==> config.mk <==
export PLATFORM = sky130hd
export DESIGN_NAME = lcr_edge_div
export DESIGN_NICKNAME = d
export VERILOG_FILES = /design/src/design/line_clip_rectangle_core_macros.svh /design/src/design/lcr_pkg.sv /design/src/design/lcr_edge_div.sv
export SDC_FILE = /design/constraint.sdc
export NUM_CORES = 2
export LEC_CHECK = 0
export BUFFER_PORTS_ARGS = -buffer_cell sky130_fd_sc_hd__buf_2
export CELL_PAD_IN_SITES_DETAIL_PLACEMENT = 1
export CELL_PAD_IN_SITES_GLOBAL_PLACEMENT = 1
export CORE_MARGIN = 5
export CORE_UTILIZATION = 54
export DETAILED_ROUTE_END_ITERATION = 10
export HOLD_SLACK_MARGIN = 0.12
export PLACE_DENSITY = 0.95
export SYNTH_ARGS = -nofsm -noshare
export SYNTH_HDL_FRONTEND = slang
export SYNTH_SLANG_ARGS = --single-unit
==> constraint.sdc <==
create_clock -name clk -period 18.4 [get_ports clk]
set_input_delay 0.92 -clock clk [delete_from_list [all_inputs] [get_ports clk]]
set_output_delay 0.92 -clock clk [all_outputs]
set_load 0.01 [all_outputs]
==> src/design/line_clip_rectangle_core_macros.svh <==
// assertion macros for the line clipper core
// needs clk and rst_n in the scope where they are used
`ifndef LINE_CLIP_RECTANGLE_CORE_MACROS_SVH
`define LINE_CLIP_RECTANGLE_CORE_MACROS_SVH

// antecedent implies consequent in the same cycle
`define LCR_ASSERT_IMPLY(lbl, ante, cons) \
  lbl: assert property (@(posedge clk) disable iff (!rst_n) (ante) |-> (cons)) \
    else $error("line clipper check failed");

// condition never holds
`define LCR_ASSERT_NEVER(lbl, cond) \
  lbl: assert property (@(posedge clk) disable iff (!rst_n) !(cond)) \
    else $error("line clipper check failed");

`endif

==> src/design/lcr_pkg.sv <==
// shared types, widths and constants of the line clipper
// no dependencies
package lcr_pkg;

  localparam int COORD_W    = 24;
  localparam int COORD_FRAC = 8;
  localparam int T_FRAC     = 16;
  localparam int MAX_DIM    = 2048;
  localparam int DIM_W      = 12;
  localparam int EDGE_W     = $clog2(MAX_DIM) + COORD_FRAC;
  localparam int D_W        = COORD_W + 1;
  localparam int VAL_W      = COORD_W + 2;
  localparam int REM_W      = VAL_W + 1;
  localparam int Q_BITS     = T_FRAC + 1;
  localparam int T_W        = T_FRAC + 3;
  localparam int PROD_W     = D_W + T_W;

  localparam int DIV_PER_STAGE   = 2;
  localparam int DIV_STEP_STAGES = (Q_BITS + DIV_PER_STAGE - 1) / DIV_PER_STAGE;
  localparam int DIV_LAT         = DIV_STEP_STAGES + 2;
  localparam int SEL_LAT         = 2;
  localparam int SCALE_LAT       = 2;
  localparam int PIPE_LAT        = 1 + DIV_LAT + SEL_LAT + SCALE_LAT;

  localparam logic signed [T_W-1:0] T_ONE = T_W'(1) <<< T_FRAC;

  localparam int CFG_IDX_W = 2;
  localparam logic [CFG_IDX_W-1:0] CFG_WIDTH  = 2'd0;
  localparam logic [CFG_IDX_W-1:0] CFG_HEIGHT = 2'd1;

  localparam logic [EDGE_W-1:0] WIDTH_RST_MAX  = EDGE_W'(639) << COORD_FRAC;
  localparam logic [EDGE_W-1:0] HEIGHT_RST_MAX = EDGE_W'(479) << COORD_FRAC;

  typedef struct packed {
    logic signed [COORD_W-1:0] start_x;
    logic signed [COORD_W-1:0] start_y;
    logic signed [COORD_W-1:0] end_x;
    logic signed [COORD_W-1:0] end_y;
  } lcr_in_t;

  typedef struct packed {
    logic                      visible;
    logic signed [COORD_W-1:0] clip_start_x;
    logic signed [COORD_W-1:0] clip_start_y;
    logic signed [COORD_W-1:0] clip_end_x;
    logic signed [COORD_W-1:0] clip_end_y;
  } lcr_out_t;

  // segment word with its deltas
  typedef struct packed {
    lcr_in_t               pts;
    logic signed [D_W-1:0] dx;
    logic signed [D_W-1:0] dy;
  } lcr_seg_t;

  typedef struct packed {
    logic signed [VAL_W-1:0] num;
    logic signed [VAL_W-1:0] den;
  } lcr_edge_in_t;

  typedef struct packed {
    logic                  den_zero;
    logic                  den_pos;
    logic                  num_le0;
    logic signed [T_W-1:0] t;
  } lcr_edge_t;

  typedef struct packed {
    logic [REM_W-1:0]  r;
    logic [VAL_W-1:0]  d;
    logic [Q_BITS-1:0] q;
    logic              sat;
    logic              neg;
    logic              den_zero;
    logic              den_pos;
    logic              num_le0;
  } lcr_div_st_t;

  typedef struct packed {
    logic                  vis;
    logic signed [T_W-1:0] t_in;
    logic signed [T_W-1:0] t_out;
  } lcr_tpair_t;

endpackage

==> src/design/lcr_edge_div.sv <==
// pipelined restoring divider giving the clamped edge parameter t
// depends on lcr_pkg
module lcr_edge_div (
  input  logic                  clk,
  input  lcr_pkg::lcr_edge_in_t edge_in,
  output lcr_pkg::lcr_edge_t    edge_out
);

  lcr_pkg::lcr_div_st_t st_r [0:lcr_pkg::DIV_STEP_STAGES];
  lcr_pkg::lcr_div_st_t prep_nxt;
  lcr_pkg::lcr_edge_t   out_r, out_nxt;
  logic [lcr_pkg::VAL_W-1:0] n_mag, d_mag;

  // magnitudes, sign and overflow check
  always_comb begin
    n_mag = edge_in.num[lcr_pkg::VAL_W-1] ? lcr_pkg::VAL_W'(-edge_in.num)
                                          : lcr_pkg::VAL_W'(edge_in.num);
    d_mag = edge_in.den[lcr_pkg::VAL_W-1] ? lcr_pkg::VAL_W'(-edge_in.den)
                                          : lcr_pkg::VAL_W'(edge_in.den);
    prep_nxt.r        = {1'b0, n_mag};
    prep_nxt.d        = d_mag;
    prep_nxt.q        = '0;
    prep_nxt.sat      = {1'b0, n_mag} >= {d_mag, 1'b0};
    prep_nxt.neg      = edge_in.num[lcr_pkg::VAL_W-1] ^ edge_in.den[lcr_pkg::VAL_W-1];
    prep_nxt.den_zero = (edge_in.den == '0);
    prep_nxt.den_pos  = !edge_in.den[lcr_pkg::VAL_W-1] && (edge_in.den != '0);
    prep_nxt.num_le0  = edge_in.num[lcr_pkg::VAL_W-1] || (edge_in.num == '0);
  end

  always_ff @(posedge clk) begin
    st_r[0] <= prep_nxt;
  end

  // two quotient bits per stage, one in the last stage
  for (genvar s = 0; s < lcr_pkg::DIV_STEP_STAGES; s++) begin : g_step
    lcr_pkg::lcr_div_st_t st_nxt;
    always_comb begin
      logic [lcr_pkg::REM_W-1:0] rr;
      st_nxt = st_r[s];
      for (int j = 0; j < lcr_pkg::DIV_PER_STAGE; j++) begin
        if (s * lcr_pkg::DIV_PER_STAGE + j < lcr_pkg::Q_BITS) begin
          rr = (s * lcr_pkg::DIV_PER_STAGE + j == 0) ? st_nxt.r : (st_nxt.r << 1);
          if (rr >= {1'b0, st_nxt.d}) begin
            st_nxt.r = rr - {1'b0, st_nxt.d};
            st_nxt.q = {st_nxt.q[lcr_pkg::Q_BITS-2:0], 1'b1};
          end else begin
            st_nxt.r = rr;
            st_nxt.q = {st_nxt.q[lcr_pkg::Q_BITS-2:0], 1'b0};
          end
        end
      end
    end
    always_ff @(posedge clk) begin
      st_r[s+1] <= st_nxt;
    end
  end

  // saturate and apply sign, truncation toward zero
  always_comb begin
    logic [lcr_pkg::Q_BITS-1:0] qm;
    logic signed [lcr_pkg::T_W-1:0] tm;
    qm = st_r[lcr_pkg::DIV_STEP_STAGES].sat ? '1 : st_r[lcr_pkg::DIV_STEP_STAGES].q;
    tm = lcr_pkg::T_W'({2'b00, qm});
    out_nxt.den_zero = st_r[lcr_pkg::DIV_STEP_STAGES].den_zero;
    out_nxt.den_pos  = st_r[lcr_pkg::DIV_STEP_STAGES].den_pos;
    out_nxt.num_le0  = st_r[lcr_pkg::DIV_STEP_STAGES].num_le0;
    out_nxt.t        = st_r[lcr_pkg::DIV_STEP_STAGES].neg ? -tm : tm;
  end

  always_ff @(posedge clk) begin
    out_r <= out_nxt;
  end

  assign edge_out = out_r;

endmodule

; Yosys cells after proc, flatten, opt, wreduce, memory -nomap -nowiden
; Memory sizes are Yosys's and may differ from the RTL's.
; Index checks and enable logic that the tools add are counted.
; Widths: inputs -> output; s select.
[classes]
bitwise = 1
n_mux = 38
reduce_logical = 6
n_lt_le_gt_ge = 18
n_addsub = 20
[op_table]
columns = cell, n
row1 = $ge 27x26->1, 17
row2 = $mux 26, 10
row3 = $mux 27, 9
row4 = $sub 27x26->27, 9
row5 = $sub 26x26->26, 8
row6 = $logic_not 26->1, 2
row7 = $neg 26->26, 2
row8 = $mux 17, 2
row9 = $ge 26x27->1, 1
row10 = $reduce_bool 26->1, 1
row11 = $neg 17->19, 1
row12 = $mux 1, 17
row13 = $logic_and 1x1->1, 1
row14 = $logic_not 1->1, 1
row15 = $logic_or 1x1->1, 1
row16 = $xor 1x1->1, 1
[totals]
ram_bits = 750
word_cells = 89
mem_count = 1
regBits = 22
output_inout_bits = 22
inputBits = 53
[memory_table]
columns = name, words, word_bits, rd, rd_clocked_by_memory_dff, wr, line
row1 = st_r, 10, 75, 10, 0, 10, lcr_edge_div.sv:9  ; lcr_pkg::lcr_div_st_t st_r [0:lcr_pkg::DIV_STEP_STAGES];

; Depth between registers and ports, before layout
; An unclocked memory read counts as a cell.
[logic_depth]
depth_word = 5
depth_mapped = 27
ltp_nobuf = 23

; Least setup slack after synthesis
; OpenSTA, ideal clock, no wires.
[synth_path]
path_kind = register -> register
startpoint = mem st_r[0][31] (netlist name)
endpoint = mem st_r[1][58] (netlist name)
n_path_buf = 4
required_time_ns = 18.279
arrival_ns = 5.653
stages_incl_launch_ff = 27
slack_ns = 12.626
setup_ns = 0.121
synth_period_minus_slack_ns = 5.774
cell_sequence = dfxtp_1 -> inv_1 -> ha_1 -> a21oi_1 -> nand2_1 -> or4_4 -> a32oi_4 -> o22ai_4 -> a31oi_2 -> a21oi_4 -> buf_2 -> buf_1 -> o21ai_0 -> inv_1 -> ha_1 -> nor2b_1 -> o31a_1 -> o31ai_1 -> a21oi_1 -> nor3_1 -> o21ai_0 -> a221o_1 -> nand2_1 -> and3_1 -> buf_6 -> buf_12 -> mux2_4
[synth_rtl]
columns = element, line
row1 = start: declaration, lcr_edge_div.sv:9

==> results.py <==
metrics = {
    "timing": {
        "setup_tns_ns": 0,
        "fin_crit_sh_pct": 47.4,
        "hold_viol": 0,
        "fin_skew_ns": 0.0637,
        "fin_crit_ns": 8.73,
        "rsz0062_at_grt": "false",
        "drv_slew": 0,
        "slew_headroom_pct": 11.2,
        "fmax_mhz": 115,
        "worst_pin_slew_ns": 1.30,
        "setup_violations": 0,
    },
    "layout": {
        "post-route-util_pct": 59.6,
        "final_common_cell": "dfxtp_1",
        "fin_area_um2": 44500,
        "drive_above_1_share_pct": 10.4,
        "final_cell_mix": "dfxtp_1 (629), ha_1 (462), inv_1 (364), a21oi_1 (362), nor2_1 (327)",
        "synthToLayoutAreaGrowth_pct": 9.45,
        "nNetsFinal": 5245,
    },
    "route": {
        "drc": 0,
        "routed_wl_um": 178000,
        "ant_nets": 0,
        "vias_per_cell": 7.13,
        "vias": 41087,
        "first_pass_iters": 9,
        "wl_per_cell_um": 30.9,
        "drt_iter0_drc": 4576,
    },
    "place": {
        "dpl_cell_area_um2": 41900,
        "dpl.hpwl_um": 111000,
        "portBuffers": 74,
        "gp_congestion": 0.960,
    },
    "logic_synthesis": {
        "netlist_top_cells_area": "dfxtp_1 (31%), ha_1 (14%), xnor2_1 (5.6%), mux2_2 (5.0%), a21oi_1 (4.5%)",
        "ys_seq_elements": 629,
        "synth_cells": 4648,
        "synth-async-reset-ratio_pct": 0,
        "synth.distinct_cells": 98,
        "seq_area_frac_synth_pct": 31.0,
        "synth-edff-count": 0,
        "syn_nets": 5172,
        "syn_area_per_cell_um2": 8.74,
        "synth_top_area_share_pct": 31.0,
        "syn_area_um2": 40600,
        "yosysTopAreaCell": "dfxtp_1",
        "synth_warnings": 0,
        "synth_ff_type": "dfxtp_1",
    },
    "clocking": {
        "clk_pin_slew_ns": 0.08,
        "cts_max_path_buffers": 3,
        "post_cts_resized": 0,
        "postCtsSetupRepairBufs": 0,
        "clk-insertion-delay-late_ns": 0.69,
        "numCtsBuffers": 71,
        "cts_hold_buffers": 0,
        "tritoncts": "built",
        "clock-sinks": 629,
        "clk_root_buffer_cell": "clkbuf_16",
        "cts-htree-levels": 3,
    },
    "critical_path": {
        "r2r-start": "st_r[5][28]",
        "cp_num_buf_inv": 3,
        "cp_slowest_cell": "nor4b_1",
        "rrSetupSlack_ns": 9.67,
        "crit_type": "reg2reg",
        "r2r_end": "st_r[6][64]",
        "cpLargestDelayFamily": "simple AND/OR/NAND/NOR gates",
        "path_depth": 21,
        "crit_chain": "inv_1 > ha_1 > nand4_1 > nor4b_1 > a31o_2 > a21oi_2 > buf_4 > inv_2 > nor2_1 > a21oi_1 > ha_1 > o21ai_0 > a21oi_1 > o31a_1 > o211a_1 > nor2_1 > nor2_1 > nor4_1 > nor3b_1 > nor2_4 > mux2_2",
        "cp_max_fo": 37,
        "cp-end-kind": "register",
        "crit_arrival_ns": 9.27,
        "cpPeakStageDelay_ns": 0.96,
        "required_ns": 18.94,
        "worstSetupStartpointType": "register",
        "cpMostUsedCell": "nor2_1",
        "cp-startpoint": "st_r[5][28]",
        "worst_r2r_path_depth": 21,
        "crit_path_end": "st_r[6][64]",
    },
    "hold_path": {
        "min_path_type": "reg2reg",
        "min_from": "st_r[3][30]",
    },
    "floorplanning": {
        "dieWidth_um": 284,
        "ios": 75,
        "coreArea_um2": 74600,
        "dieArea_um2": 80800,
        "rows": 100,
        "initial_core_util_pct": 54.5,
        "die_h_um": 284,
    },
    "grt": {
        "antenna_found_initial": 41,
        "grt_pass1_vias": 44353,
        "grt_pass1_wl_um": 270000,
        "grt_usage_pct": 42.5,
        "grt_max_degree": 49,
        "grt-ovfl-total": 0,
    },
    "flow_run": {
        "max_cap_violations": 0,
    },
    "run_status": {
        "outcome": "complete, no violations",
    },
}
-- how the worst min path moves through the flow --
stage,end,slack (ns),cells past startpoint
detailed placement,st_r[2][4],0.31,0
global placement,st_r[7][3],0.31,0
global route,st_r[4][30],0.32,0
floorplan,edge_out[19],0.31,0
CTS,st_r[4][30],0.31,0
finish,st_r[4][30],0.31,0
-- metal layers --
layer	part of all wire (%)	vias to the layer above	wire [um]	track usage, %
li1	-	16816	-	-
met4	11	26	20000	38.4
met3	10	1549	17800	16.3
met5	0.10	-	182	0.119
met1	33	19566	59400	42.4
met2	45	3130	80400	68.5
-- stage by stage --
step	cells	hold slack, ns	setup WS [ns]
3_5_place_dp	5616	0.313	10.92
5_1_grt	5747	0.319	9.36
4_1_cts	5745	0.311	10.40
2_1_floorplan	4648	0.310	12.63
3_3_place_gp	5616	0.310	11.41
6_report	5762	0.305	9.67
-- worst reg2reg max path: stages (launching register included) --
cell	delay, ns
dfxtp_1	0.69
inv_1	0.21
ha_1	0.46
nand4_1	0.74
nor4b_1	0.97
a31o_2	0.32
a21oi_2	0.05
buf_4	0.22
inv_2	0.64
nor2_1	0.17
a21oi_1	0.22
ha_1	0.33
o21ai_0	0.42
a21oi_1	0.20
o31a_1	0.34
o211a_1	0.33
nor2_1	0.23
nor2_1	0.10
nor4_1	0.44
nor3b_1	0.19
nor2_4	0.83
mux2_2	0.49
-- flip-flops by register name, summed over array words and instances (netlist names) --
signal and count:
st_r 607, edge_out 22
-- cell type report --
| class | count | area, um2 |
|---|---|---|
| Timing Repair Buffer | 88 | 479 |
| Antenna cell | 16 | 40.0 |
| Clock buffer | 98 | 2020 |
| Tap cell | 969 | 1210 |
| Clock inverter | 31 | 473 |
| Inverter | 371 | 1390 |
| Sequential cell | 629 | 12600 |
| Fill cell | 8530 | 30100 |
| Multi-Input combinational cell | 3560 | 26300 |
-- synthesized netlist by cell type (all sizes together), types with 24 or more instances --
cell type and n:
dfxtp 629, ha 462, inv 371, a21oi 365, nor2 328, nand2 314, o21ai 299, xnor2 260
mux2 225, a21o 174, xor2 115, nand2b 79, nand3 76, nor3 70, o21a 66, nand4 65
clkbuf 59, nor2b 54, o31ai 50, a211oi 44, o21bai 41, or3 35, and3 31, buf 29
o211ai 26, a31oi 24
-- kinds of logic after synthesis --
logic type	count (synthesis)	share of synthesized area, %
AOI/OAI and AO/OA	1305	20.9
muxes	238	6.85
and+or+nand+nor	1171	14.0
DFF	629	31.0
adders and majority gates	471	14.7
xor gates and xnor gates	375	8.08
buffers and inverters	459	4.48
Power is left out: the tool's default activity adds up to more than one toggle a clock period on the data nets, which glitch-free logic cannot reach.
