$ cat src/design/line_clip_rectangle_core_macros.svh
// assertion macros for the line clipper core
// needs clk and rst_n in the scope where they are used
`ifndef LINE_CLIP_RECTANGLE_CORE_MACROS_SVH
`define LINE_CLIP_RECTANGLE_CORE_MACROS_SVH

// antecedent implies consequent in the same cycle
`define LCR_ASSERT_IMPLY(lbl, ante, cons) \
  lbl: assert property (@(posedge clk) disable iff (!rst_n) (ante) |-> (cons)) \
    else $error("line clipper check failed");

// condition never holds
`define LCR_ASSERT_NEVER(lbl, cond) \
  lbl: assert property (@(posedge clk) disable iff (!rst_n) !(cond)) \
    else $error("line clipper check failed");

`endif

$ cat src/design/lcr_pkg.sv
// shared types, widths and constants of the line clipper
// no dependencies
package lcr_pkg;

  localparam int COORD_W    = 24;
  localparam int COORD_FRAC = 8;
  localparam int T_FRAC     = 16;
  localparam int MAX_DIM    = 2048;
  localparam int DIM_W      = 12;
  localparam int EDGE_W     = $clog2(MAX_DIM) + COORD_FRAC;
  localparam int D_W        = COORD_W + 1;
  localparam int VAL_W      = COORD_W + 2;
  localparam int REM_W      = VAL_W + 1;
  localparam int Q_BITS     = T_FRAC + 1;
  localparam int T_W        = T_FRAC + 3;
  localparam int PROD_W     = D_W + T_W;

  localparam int DIV_PER_STAGE   = 2;
  localparam int DIV_STEP_STAGES = (Q_BITS + DIV_PER_STAGE - 1) / DIV_PER_STAGE;
  localparam int DIV_LAT         = DIV_STEP_STAGES + 2;
  localparam int SEL_LAT         = 2;
  localparam int SCALE_LAT       = 2;
  localparam int PIPE_LAT        = 1 + DIV_LAT + SEL_LAT + SCALE_LAT;

  localparam logic signed [T_W-1:0] T_ONE = T_W'(1) <<< T_FRAC;

  localparam int CFG_IDX_W = 2;
  localparam logic [CFG_IDX_W-1:0] CFG_WIDTH  = 2'd0;
  localparam logic [CFG_IDX_W-1:0] CFG_HEIGHT = 2'd1;

  localparam logic [EDGE_W-1:0] WIDTH_RST_MAX  = EDGE_W'(639) << COORD_FRAC;
  localparam logic [EDGE_W-1:0] HEIGHT_RST_MAX = EDGE_W'(479) << COORD_FRAC;

  typedef struct packed {
    logic signed [COORD_W-1:0] start_x;
    logic signed [COORD_W-1:0] start_y;
    logic signed [COORD_W-1:0] end_x;
    logic signed [COORD_W-1:0] end_y;
  } lcr_in_t;

  typedef struct packed {
    logic                      visible;
    logic signed [COORD_W-1:0] clip_start_x;
    logic signed [COORD_W-1:0] clip_start_y;
    logic signed [COORD_W-1:0] clip_end_x;
    logic signed [COORD_W-1:0] clip_end_y;
  } lcr_out_t;

  // segment word with its deltas
  typedef struct packed {
    lcr_in_t               pts;
    logic signed [D_W-1:0] dx;
    logic signed [D_W-1:0] dy;
  } lcr_seg_t;

  typedef struct packed {
    logic signed [VAL_W-1:0] num;
    logic signed [VAL_W-1:0] den;
  } lcr_edge_in_t;

  typedef struct packed {
    logic                  den_zero;
    logic                  den_pos;
    logic                  num_le0;
    logic signed [T_W-1:0] t;
  } lcr_edge_t;

  typedef struct packed {
    logic [REM_W-1:0]  r;
    logic [VAL_W-1:0]  d;
    logic [Q_BITS-1:0] q;
    logic              sat;
    logic              neg;
    logic              den_zero;
    logic              den_pos;
    logic              num_le0;
  } lcr_div_st_t;

  typedef struct packed {
    logic                  vis;
    logic signed [T_W-1:0] t_in;
    logic signed [T_W-1:0] t_out;
  } lcr_tpair_t;

endpackage

$ cat src/design/lcr_clip_sel.sv
// narrows entering and leaving parameters over the left, right, bottom and top edges
// depends on lcr_pkg
module lcr_clip_sel (
  input  logic               clk,
  input  lcr_pkg::lcr_edge_t edge0,
  input  lcr_pkg::lcr_edge_t edge1,
  input  lcr_pkg::lcr_edge_t edge2,
  input  lcr_pkg::lcr_edge_t edge3,
  output lcr_pkg::lcr_tpair_t tpair
);

  function automatic lcr_pkg::lcr_tpair_t edge_upd(lcr_pkg::lcr_tpair_t p,
                                                   lcr_pkg::lcr_edge_t e);
    lcr_pkg::lcr_tpair_t n;
    n = p;
    if (e.den_zero) begin
      n.vis = p.vis && e.num_le0;
    end else if (e.den_pos) begin
      if (e.t > p.t_out) n.vis = 1'b0;
      else if (e.t > p.t_in) n.t_in = e.t;
    end else begin
      if (e.t < p.t_in) n.vis = 1'b0;
      else if (e.t < p.t_out) n.t_out = e.t;
    end
    return n;
  endfunction

  lcr_pkg::lcr_tpair_t a_r, a_nxt, b_r, b_nxt, p0;
  lcr_pkg::lcr_edge_t  e2_r, e3_r;

  // left and right edges
  always_comb begin
    p0.vis   = 1'b1;
    p0.t_in  = '0;
    p0.t_out = lcr_pkg::T_ONE;
    a_nxt    = edge_upd(edge_upd(p0, edge0), edge1);
  end

  always_ff @(posedge clk) begin
    a_r  <= a_nxt;
    e2_r <= edge2;
    e3_r <= edge3;
  end

  // bottom and top edges
  assign b_nxt = edge_upd(edge_upd(a_r, e2_r), e3_r);

  always_ff @(posedge clk) begin
    b_r <= b_nxt;
  end

  assign tpair = b_r;

endmodule

$ cat config.mk
export PLATFORM = sky130hd
export DESIGN_NAME = lcr_clip_sel
export DESIGN_NICKNAME = d
export VERILOG_FILES = /design/src/design/line_clip_rectangle_core_macros.svh /design/src/design/lcr_pkg.sv /design/src/design/lcr_clip_sel.sv
export SDC_FILE = /design/constraint.sdc
export NUM_CORES = 1
export LEC_CHECK = 0
export BUFFER_PORTS_ARGS = -buffer_cell sky130_fd_sc_hd__clkbuf_2
export CORE_MARGIN = 2
export CORE_UTILIZATION = 40
export DETAILED_ROUTE_END_ITERATION = 8
export PLACE_DENSITY = 0.68
export SLEW_MARGIN = 25
export SYNTH_ARGS = -nofsm -noshare
export SYNTH_HDL_FRONTEND = slang
export SYNTH_SLANG_ARGS = --single-unit
export TNS_END_PERCENT = 30
$ cat constraint.sdc
create_clock -name clk -period 11.7 [get_ports clk]
set_input_delay 2.34 -clock clk [delete_from_list [all_inputs] [get_ports clk]]
set_output_delay 2.34 -clock clk [all_outputs]
set_load 0.05 [all_outputs]
# --- Word level (Yosys, flattened, before mapping) ---
# Index checks and enable logic that the tools add are counted.
totals:
  inputBits: 89
  ff_bits: 122
op_classes:
  reduce_logical: 3
  magnitude_cmp: 16
  n_mux: 44
op_table:
  columns: ["operator", "count"]
  rows:
  - ["two-way mux 19 bit", 24]
  - ["two-way mux 38 bit", 4]
  - ["> comparator 19 bit", 6]
  - ["< comparator 19 bit", 6]
  - ["> comparator 19 x 1 -> 1 bit (second input constant)", 1]
  - ["> comparator 19 x 18 -> 1 bit (second input constant)", 1]
  - ["< comparator 19 x 1 -> 1 bit (second input constant)", 1]
  - ["< comparator 19 x 18 -> 1 bit (second input constant)", 1]
  - ["two-way mux 1 bit", 16]
  - ["logical AND 1 bit", 3]

# --- Longest topological paths before layout ---
# Gate-level depths: netlist (run 1).
depth:
  depth_word: 10
  mapped_depth: 22
  mapped_depth_nobuf: 18

# --- Worst setup path after synthesis (run 1) ---
# Ideal clock, no wire load.
synth_timing:
  kind: "input port to flip-flop"
  from: "in edge0[13] in the netlist's numbering"
  to: "reg a_r[35] in the netlist's numbering"
  setup_slack_ns: 5.807
  path_stages: 18
  n_path_buf: 4
  arrival_time_ns: 5.821
  path_cell_list: "nor4_1 > nand4_1 > xor2_1 > and3_1 > clkbuf_1 > clkbuf_1 > nand2_1 > ha_1 > a21o_1 > a21o_1 > a211o_1 > a211oi_1 > nand3_1 > a21o_1 > o2111ai_1 > buf_2 > buf_4 > mux2i_1"
synth_rtl:
  columns: ["item", "line", "text"]
  rows:
  - ["from (decl)", "lcr_clip_sel.sv:5", "input lcr_pkg::lcr_edge_t edge0,"]
  - ["to (signal assigned)", "lcr_clip_sel.sv:40", "a_r <= a_nxt;"]
  - ["to (decl)", "lcr_clip_sel.sv:28", "lcr_pkg::lcr_tpair_t a_r, a_nxt, b_r, b_nxt, p0;"]

==> reports/qor.csv, run 1 <==
stage,metric,value,unit
run_status,status,"finished, final reports clean",
logic_synthesis,Synth Flop Type,dfxtp_1,
timing,Worst Tran Pin Value,0.757,ns
clocking,CTS tree,built,
placement,dpl cell area,7680,sq um
layout,final instance area,8280,sq um
drt,first-iteration detailed-routing DRC count,264,
clocking,CTS HTree Levels,4,
layout,nets,1034,
layout,# diodes,0,
timing,slew margin rel.,49.1,%
layout,area occupied by multi-input gates,3960,sq um
global_route,first-pass GRT wire length,26600,um
setup_path,Crit Path Max Fanout,19,
drt,DRC viols,0,
floorplan,Rows,47,
floorplan,die span in x,134,um
setup_path,startpoint types,input port,
clocking,Num CTS Buffers,17,
logic_synthesis,synth unique cells,51,
setup_path,reg2reg path depth,19,
layout,Layout area overhead,22.1,%
setup_path,end point of the critical path,a_r[0],
drt,TritonRoute pass-1 iters,4,
setup_path,Crit Path Class,in2reg,
pwr,leak pwr,4.20,nW
global_route,antenna violations before repair,0,
timing,max-slew violation count,0,
clocking,clk sinks,122,
drt,total number of vias,5344,
placement,port bufs,127,
setup_path,Crit path depth,16,
floorplan,io pins,128,
timing,Final Hold Fails,0,
setup_path,Critical Path Start,edge0[13],
setup_path,cells along the critical path,clkbuf_2 -> nor4_1 -> nand4_1 -> xor2_1 -> and3_1 -> nand2_1 -> ha_1 -> a21o_1 -> a21o_1 -> a211o_1 -> a211oi_1 -> a31oi_1 -> o21ba_2 -> nand3_1 -> buf_4 -> mux2_1,
setup_path,R2R Path Start,a_r[37],
logic_synthesis,"EDFF count, synth",0,
setup_path,CP max stage cell,and3_1,
layout,Storage cell area,2440,sq um
setup_path,r2r setup slk,5.68,ns
timing,final worst path period share,51.7,%
setup_path,most frequent CP cell,a21o_1,
timing,Final min period,6.04,ns
floorplan,Initial Util,40.9,%
layout,Layout fillers,1562,
timing,Setup TNS,0,ns
timing,hold slack final,0.515,ns
hold_path,Tightest Hold Check Type,reg2reg,
setup_path,Critical Path Sink Type,flip-flop,
global_route,total track usage,18.8,%
timing,Final Setup Violations,0,
placement,hpwl dp,13600,um
drt,wire per inst,15.5,um
timing,Setup Skew,0.0159,ns
clocking,# resized after CTS,0,
logic_synthesis,Syn Area/Cell,9.78,sq um
logic_synthesis,area of the mapped netlist,6780,sq um
setup_path,crit path buf inv count,2,
clocking,buffer depth of the longest clock path,2,
logic_synthesis,Syn. warnings,0,
setup_path,Worst EP arrival,6.34,ns
clocking,Hold Buf Count CTS,0,
layout,fraction of final layout cells with drive strength greater than 1,20.5,%
pwr,Tot Pwr,1.20,mW
global_route,number of global-route vias before repair,5381,
drt,Via-to-Cell Ratio,5.02,
clocking,clk slew on worst S/H paths,0.05,ns
timing,fmax,165,MHz
drt,drt total wl,16500,um
setup_path,data required time at the worst endpoint,11.99,ns
floorplan,core area,16600,sq um
floorplan,full die area,18000,sq um
timing,RSZ-0062 raised after global routing,false,
drt,Final ANT Viol Nets,0,
logic_synthesis,"FF+latch count, synth",122,
placement,Routability Congestion,0.857,
pwr,PwrDens,144,nW/um^2
clocking,root buf cell,clkbuf_16,
setup_path,"slowest stage delay, CP",0.53,ns
setup_path,cell family with the largest share of critical-path delay,compound AO/OA/AOI/OAI gates,
logic_synthesis,post-synthesis sequential area ratio,36.0,%
logic_synthesis,Syn Inst Count,694,
job,# Max-Cap Violations,0,
clocking,Skew-Pair Late Insertion Delay,0.41,ns
global_route,largest net degree at the start of global routing,20,
logic_synthesis,Async SR Flop Fraction,0,%
clocking,Post-CTS Setup Bufs,0,
pwr,peak supply drop,0.0628,mV
floorplan,Die Y,134,um
setup_path,capturing point of the worst reg2reg path,tpair[19],
global_route,Congestion Overflow GR,0,
routing by layer:
layer  wire length, um  GRT usage (%)  share of wire [%]  vias to the layer above
li1                  -              -                  -                     2746
met1              8180           25.9                 50                     2413
met2              6910           28.3                 42                      156
met3               946           3.70                5.7                       29
met4               428           8.89                2.6                        0
met5                 0              0                  0                        -
cells in the final DEF (no fill, tap or decap), types with 2 or more instances in the layout:
cell type   netlist  routed
clkbuf_2          0     127
dfxtp_1         122     122
ha_1            113     113
mux2i_1         105     105
inv_1            89      89
nand2_1          48      48
a21oi_1          34      34
nor2_1           23      23
nand4_1          22      22
clkbuf_16         0      17
a21o_1           16      16
o21ai_0          16      16
a211oi_1         12      12
nand3_1          10       9
clkbuf_8          0       8
nor3_1            6       6
nor2b_1           6       6
o31ai_1           6       6
nor4_1            6       5
buf_4             6       5
mux2_2            4       4
and2_1            3       3
a31oi_1           3       3
conb_1            1       3
and4_1            2       2
nand3b_1          2       2
a2111oi_0         2       2
a221oi_1          2       2
nand2b_1          2       2
clkinv_2          0       2
clkbuf_1          3       2
clkinvlp_4        0       2
Yosys cell counts, drive strengths merged, types with 3 or more instances:
master	number	area (sq um)
nand4	22	138
inv	89	334
a211oi	12	90.1
dfxtp	122	2440
mux2	6	71.3
nor2	23	86.3
and2	3	18.8
a21o	16	120
a21oi	34	170
mux2i	105	1050
nor4	6	37.5
nand2	48	180
a31oi	3	18.8
o21ai	16	80.1
o31ai	6	45.0
nor2b	6	37.5
nor3	6	30.0
buf	12	87.6
clkbuf	3	11.3
nand3	10	50.1
ha	113	1410
sequential cells by signal, summed over array words and instances, names as in the netlist:
name,cells
a_r,39
e2_r,22
e3_r,22
tpair,39
worst min path at each step:
stage	startpoint	end	slack, ns	cells past startpoint
floorplan	a_r[38]	tpair[38]	0.42	2
global placement	e3_r[0]	tpair[0]	0.49	1
detailed placement	e3_r[0]	tpair[19]	0.50	1
CTS	e3_r[7]	tpair[26]	0.51	2
global route	e3_r[12]	tpair[12]	0.53	2
finish	e3_r[6]	tpair[6]	0.51	2
cells by family (layout without fill, tap and decap cells):
kind of cell    after synthesis  in the layout  synth area share [%]
xor+xnor                      1              1                 0.129
flops                       122            122                  36.0
buf+inv                     104            253                  6.38
mux                         111            111                  16.5
simple gates                138            138                  10.1
other cells                   1              3                0.0553
fa+ha+maj                   113            113                  20.8
compound gates              104            104                  9.94
worst reg2reg max path, stage by stage, from the launching register on:
cell      delay, ns
dfxtp_1        0.34
inv_1          0.05
ha_1           0.31
nand4_1        0.14
nor3_1         0.38
o31ai_1        0.18
a211oi_1       0.37
nor4bb_4       0.64
buf_4          0.38
mux2i_1        0.35
ha_1           0.32
nand2_1        0.07
nor2_1         0.04
a211oi_1       0.20
o21ai_0        0.16
a221oi_1       0.43
a21oi_1        0.11
nor4_2         0.69
buf_4          0.41
mux2_2         0.37
power by group:
group / leakage, nW / internal, mW / switching, mW
sequential: 1.01 / 0.444 / 0.0170
clock: 0.292 / 0.337 / 0.174
combinational: 2.90 / 0.0832 / 0.140
layout make-up:
class | instances | share of cell area, %
clock buffer | 27 | 6.56
clock inverter | 5 | 0.665
inverter | 89 | 4.03
multi-input combinational | 470 | 47.8
sequential | 122 | 29.5
tap | 220 | 3.32
timing repair buffer | 132 | 8.13
per-stage QoR:
stage               worst slack, ns  cells  util [%]
finish                         5.66   1065      49.9
global route                   5.17   1065      49.9
floorplan                      5.81    696         -
global placement               5.34   1033      46.3
detailed placement             5.26   1033      46.3
CTS                            5.59   1065      49.9
(Power assumes the default switching activity.)
==> run 2: changes to the inputs <==
--- a/config.mk
+++ b/config.mk
@@ -9,7 +9,7 @@
 export CORE_MARGIN = 2
 export CORE_UTILIZATION = 40
 export DETAILED_ROUTE_END_ITERATION = 8
-export PLACE_DENSITY = 0.68
+export PLACE_DENSITY = 0.7
 export SLEW_MARGIN = 25
 export SYNTH_ARGS = -nofsm -noshare
 export SYNTH_HDL_FRONTEND = slang
==> constraint.sdc (replaced) <==
create_clock -name clk -period 4.85 [get_ports clk]
set_input_delay 0.97 -clock clk [delete_from_list [all_inputs] [get_ports clk]]
set_output_delay 0.97 -clock clk [all_outputs]
set_load 0.05 [all_outputs]
==> run 2 against run 1 <==
Against the previous run:
- register-to-register slack worse by 5.5 ns
- highest routed layer unchanged
- hold slack worse by 0.0050 ns
- critical path depth increased by 5
- final cell count increased by 2.0%
- utilization up 2.1 points
- critical path type is now reg2reg
- worst setup slack worse by 5.5 ns
- via count increased by 3.4%
==> reports/qor.csv, run 2 (synthesized netlist as in run 1, its figures left out) <==
stage,metric,value,unit,change
clocking,Hold Buf Count CTS,0,,unchanged
layout,final instance area,8630,sq um,was 8280 sq um
pwr,clock share of power,41.8,%,was 42.7%
hold_path,Tightest Hold Check Type,reg2reg,,unchanged
floorplan,Rows,47,,unchanged
clocking,buffer depth of the longest clock path,2,,unchanged
timing,final worst path period share,97.0,%,
pwr,switch share,28.0,%,was 27.7%
drt,wire per inst,15.7,um,was 15.5 um
clocking,clk sinks,122,,unchanged
drt,Via-to-Cell Ratio,5.09,,was 5.02
global_route,first-pass GRT wire length,27000,um,"was 26,600 um"
pwr,Sequential Power Share,38.2,%,was 38.6%
pwr,Gate power share,20.0,%,was 18.7%
layout,nets,1056,,"was 1,034"
setup_path,startpoint types,flip-flop,,was input port
global_route,total track usage,19.1,%,was 18.8%
clocking,CTS HTree Levels,4,,unchanged
drt,total number of vias,5527,,"was 5,344"
placement,port bufs,127,,unchanged
drt,DRC viols,0,,unchanged
timing,Final min period,4.70,ns,
layout,fraction of final layout cells with drive strength greater than 1,25.1,%,was 20.5%
timing,Setup Skew,0.0113,ns,was 0.0159 ns
timing,Final Setup Violations,0,,unchanged
pwr,Tot Pwr,2.93,mW,was 1.20 mW
pwr,PwrDens,339,nW/um^2,was 144 nW/um^2
run_status,status,"finished, final reports clean",,unchanged
drt,drt total wl,17100,um,"was 16,500 um"
layout,most frequent cells in the layout,"clkbuf_2 (127), dfxtp_1 (121), ha_1 (113), mux2i_1 (95), inv_1 (89)",,"was clkbuf_2 (127), dfxtp_1 (122), ha_1 (113), mux2i_1 (105), inv_1 (89)"
placement,Routability Congestion,0.906,,was 0.857
timing,Final Hold Fails,0,,unchanged
floorplan,die span in x,134,um,unchanged
global_route,number of global-route vias before repair,5449,,"was 5,381"
setup_path,Critical Path Sink Type,flip-flop,,unchanged
clocking,root buf cell,clkbuf_16,,unchanged
timing,fmax,213,MHz,
drt,Final ANT Viol Nets,0,,unchanged
global_route,antenna violations before repair,0,,unchanged
timing,hold slack final,0.510,ns,was 0.515 ns
global_route,largest net degree at the start of global routing,19,,was 20
setup_path,data required time at the worst endpoint,5.13,ns,was 11.99 ns
clocking,CTS tree,built,,unchanged
clocking,clk slew on worst S/H paths,0.05,ns,about the same
floorplan,Die Y,134,um,unchanged
setup_path,Crit Path Max Fanout,7,,was 19
pwr,peak supply drop,0.181,mV,was 0.0628 mV
layout,Layout area overhead,27.1,%,was 22.1%
global_route,Congestion Overflow GR,0,,unchanged
setup_path,Crit Path Class,reg2reg,,was in2reg
clocking,Skew-Pair Late Insertion Delay,0.41,ns,about the same
placement,hpwl dp,14000,um,"was 13,600 um"
placement,dpl cell area,7830,sq um,was 7680 sq um
drt,TritonRoute pass-1 iters,4,,unchanged
timing,max-slew violation count,0,,unchanged
layout,"most common cell after layout, fill and taps aside",clkbuf_2,,unchanged
floorplan,full die area,18000,sq um,unchanged
clocking,Num CTS Buffers,17,,unchanged
pwr,P_int,2.11,mW,was 0.864 mW
layout,final core occ,52.0,%,was 49.9%
pwr,leak pwr,4.33,nW,was 4.20 nW
pwr,Switch Pwr,0.819,mW,was 0.331 mW
floorplan,Initial Util,40.9,%,unchanged
floorplan,core area,16600,sq um,unchanged
floorplan,io pins,128,,unchanged
layout,# diodes,0,,unchanged
drt,first-iteration detailed-routing DRC count,299,,was 264
setup_path,Worst EP arrival,4.98,ns,was 6.34 ns
job,# Max-Cap Violations,0,,unchanged
[run 2: power groups by stage]
stage,logic (mW),clock network (mW),registers (mW)
after floorplan,0.269,0,1.23
after global placement,0.539,0,1.14
after detailed placement,0.550,0,1.14
after CTS,0.556,1.25,1.12
after global routing,0.643,1.29,1.12
final,0.584,1.22,1.12
[run 2: final timing paths]
check,from,end,slack (ns),cells after the start
setup / recovery,a_r[23],tpair[3],0.15,21
hold / removal,e3_r[4],tpair[4],0.51,2
setup reg to reg,a_r[23],tpair[3],0.15,21
hold reg to reg,e3_r[4],tpair[4],0.51,2
[run 2: timing repair]
item / 4_1_cts / 5_1_grt
buffers inserted: 0 / 5
pin swaps: 0 / 12
gates resized for setup: 3 / 35
endpoints found under the setup margin: 38 / 39
gates cloned: 0 / 1
[run 2: critical path, cell delays in order (launching register included)]
cell and delay (ns):
dfxtp_1 0.36, inv_1 0.06, ha_1 0.30, a41o_1 0.23, a21oi_1 0.19, o22ai_1 0.11
o31ai_1 0.36, a211oi_2 0.17, nor4bb_4 0.19, buf_4 0.16, clkbuf_16 0.16, buf_4 0.13
mux2i_1 0.15, ha_1 0.20, a21oi_1 0.14, nor2_1 0.05, a211oi_1 0.24, o21ai_1 0.13
a221oi_2 0.33, or4b_4 0.55, buf_4 0.20, mux2i_2 0.15
[run 2: metal layers]
layer  track usage [%]  part of all wire (%)
met3              3.89                   5.7
met2              29.7                    44
met1              26.5                    49
met4              6.20                   1.4
met5                 0                     0
[run 2: layout make-up]
class / instances / area, sq um
fillers: 1500 / 7960
repair buffers: 154 / 908
clock buffers: 23 / 488
flip-flops and latches: 122 / 2440
multi-input cells: 470 / 4080
inverters: 89 / 334
well taps: 220 / 275
clock inverters: 8 / 92.6
[run 2: per-stage QoR]
step | TNS [ns] | cells | setup WS, ns
after global placement | -0.468 | 1049 | -0.0616
after detailed placement | -0.900 | 1049 | -0.0829
after floorplan | 0 | 696 | 0.327
after global routing | -0.608 | 1086 | -0.0660
after CTS | 0 | 1080 | 0.0269
final | 0 | 1086 | 0.147
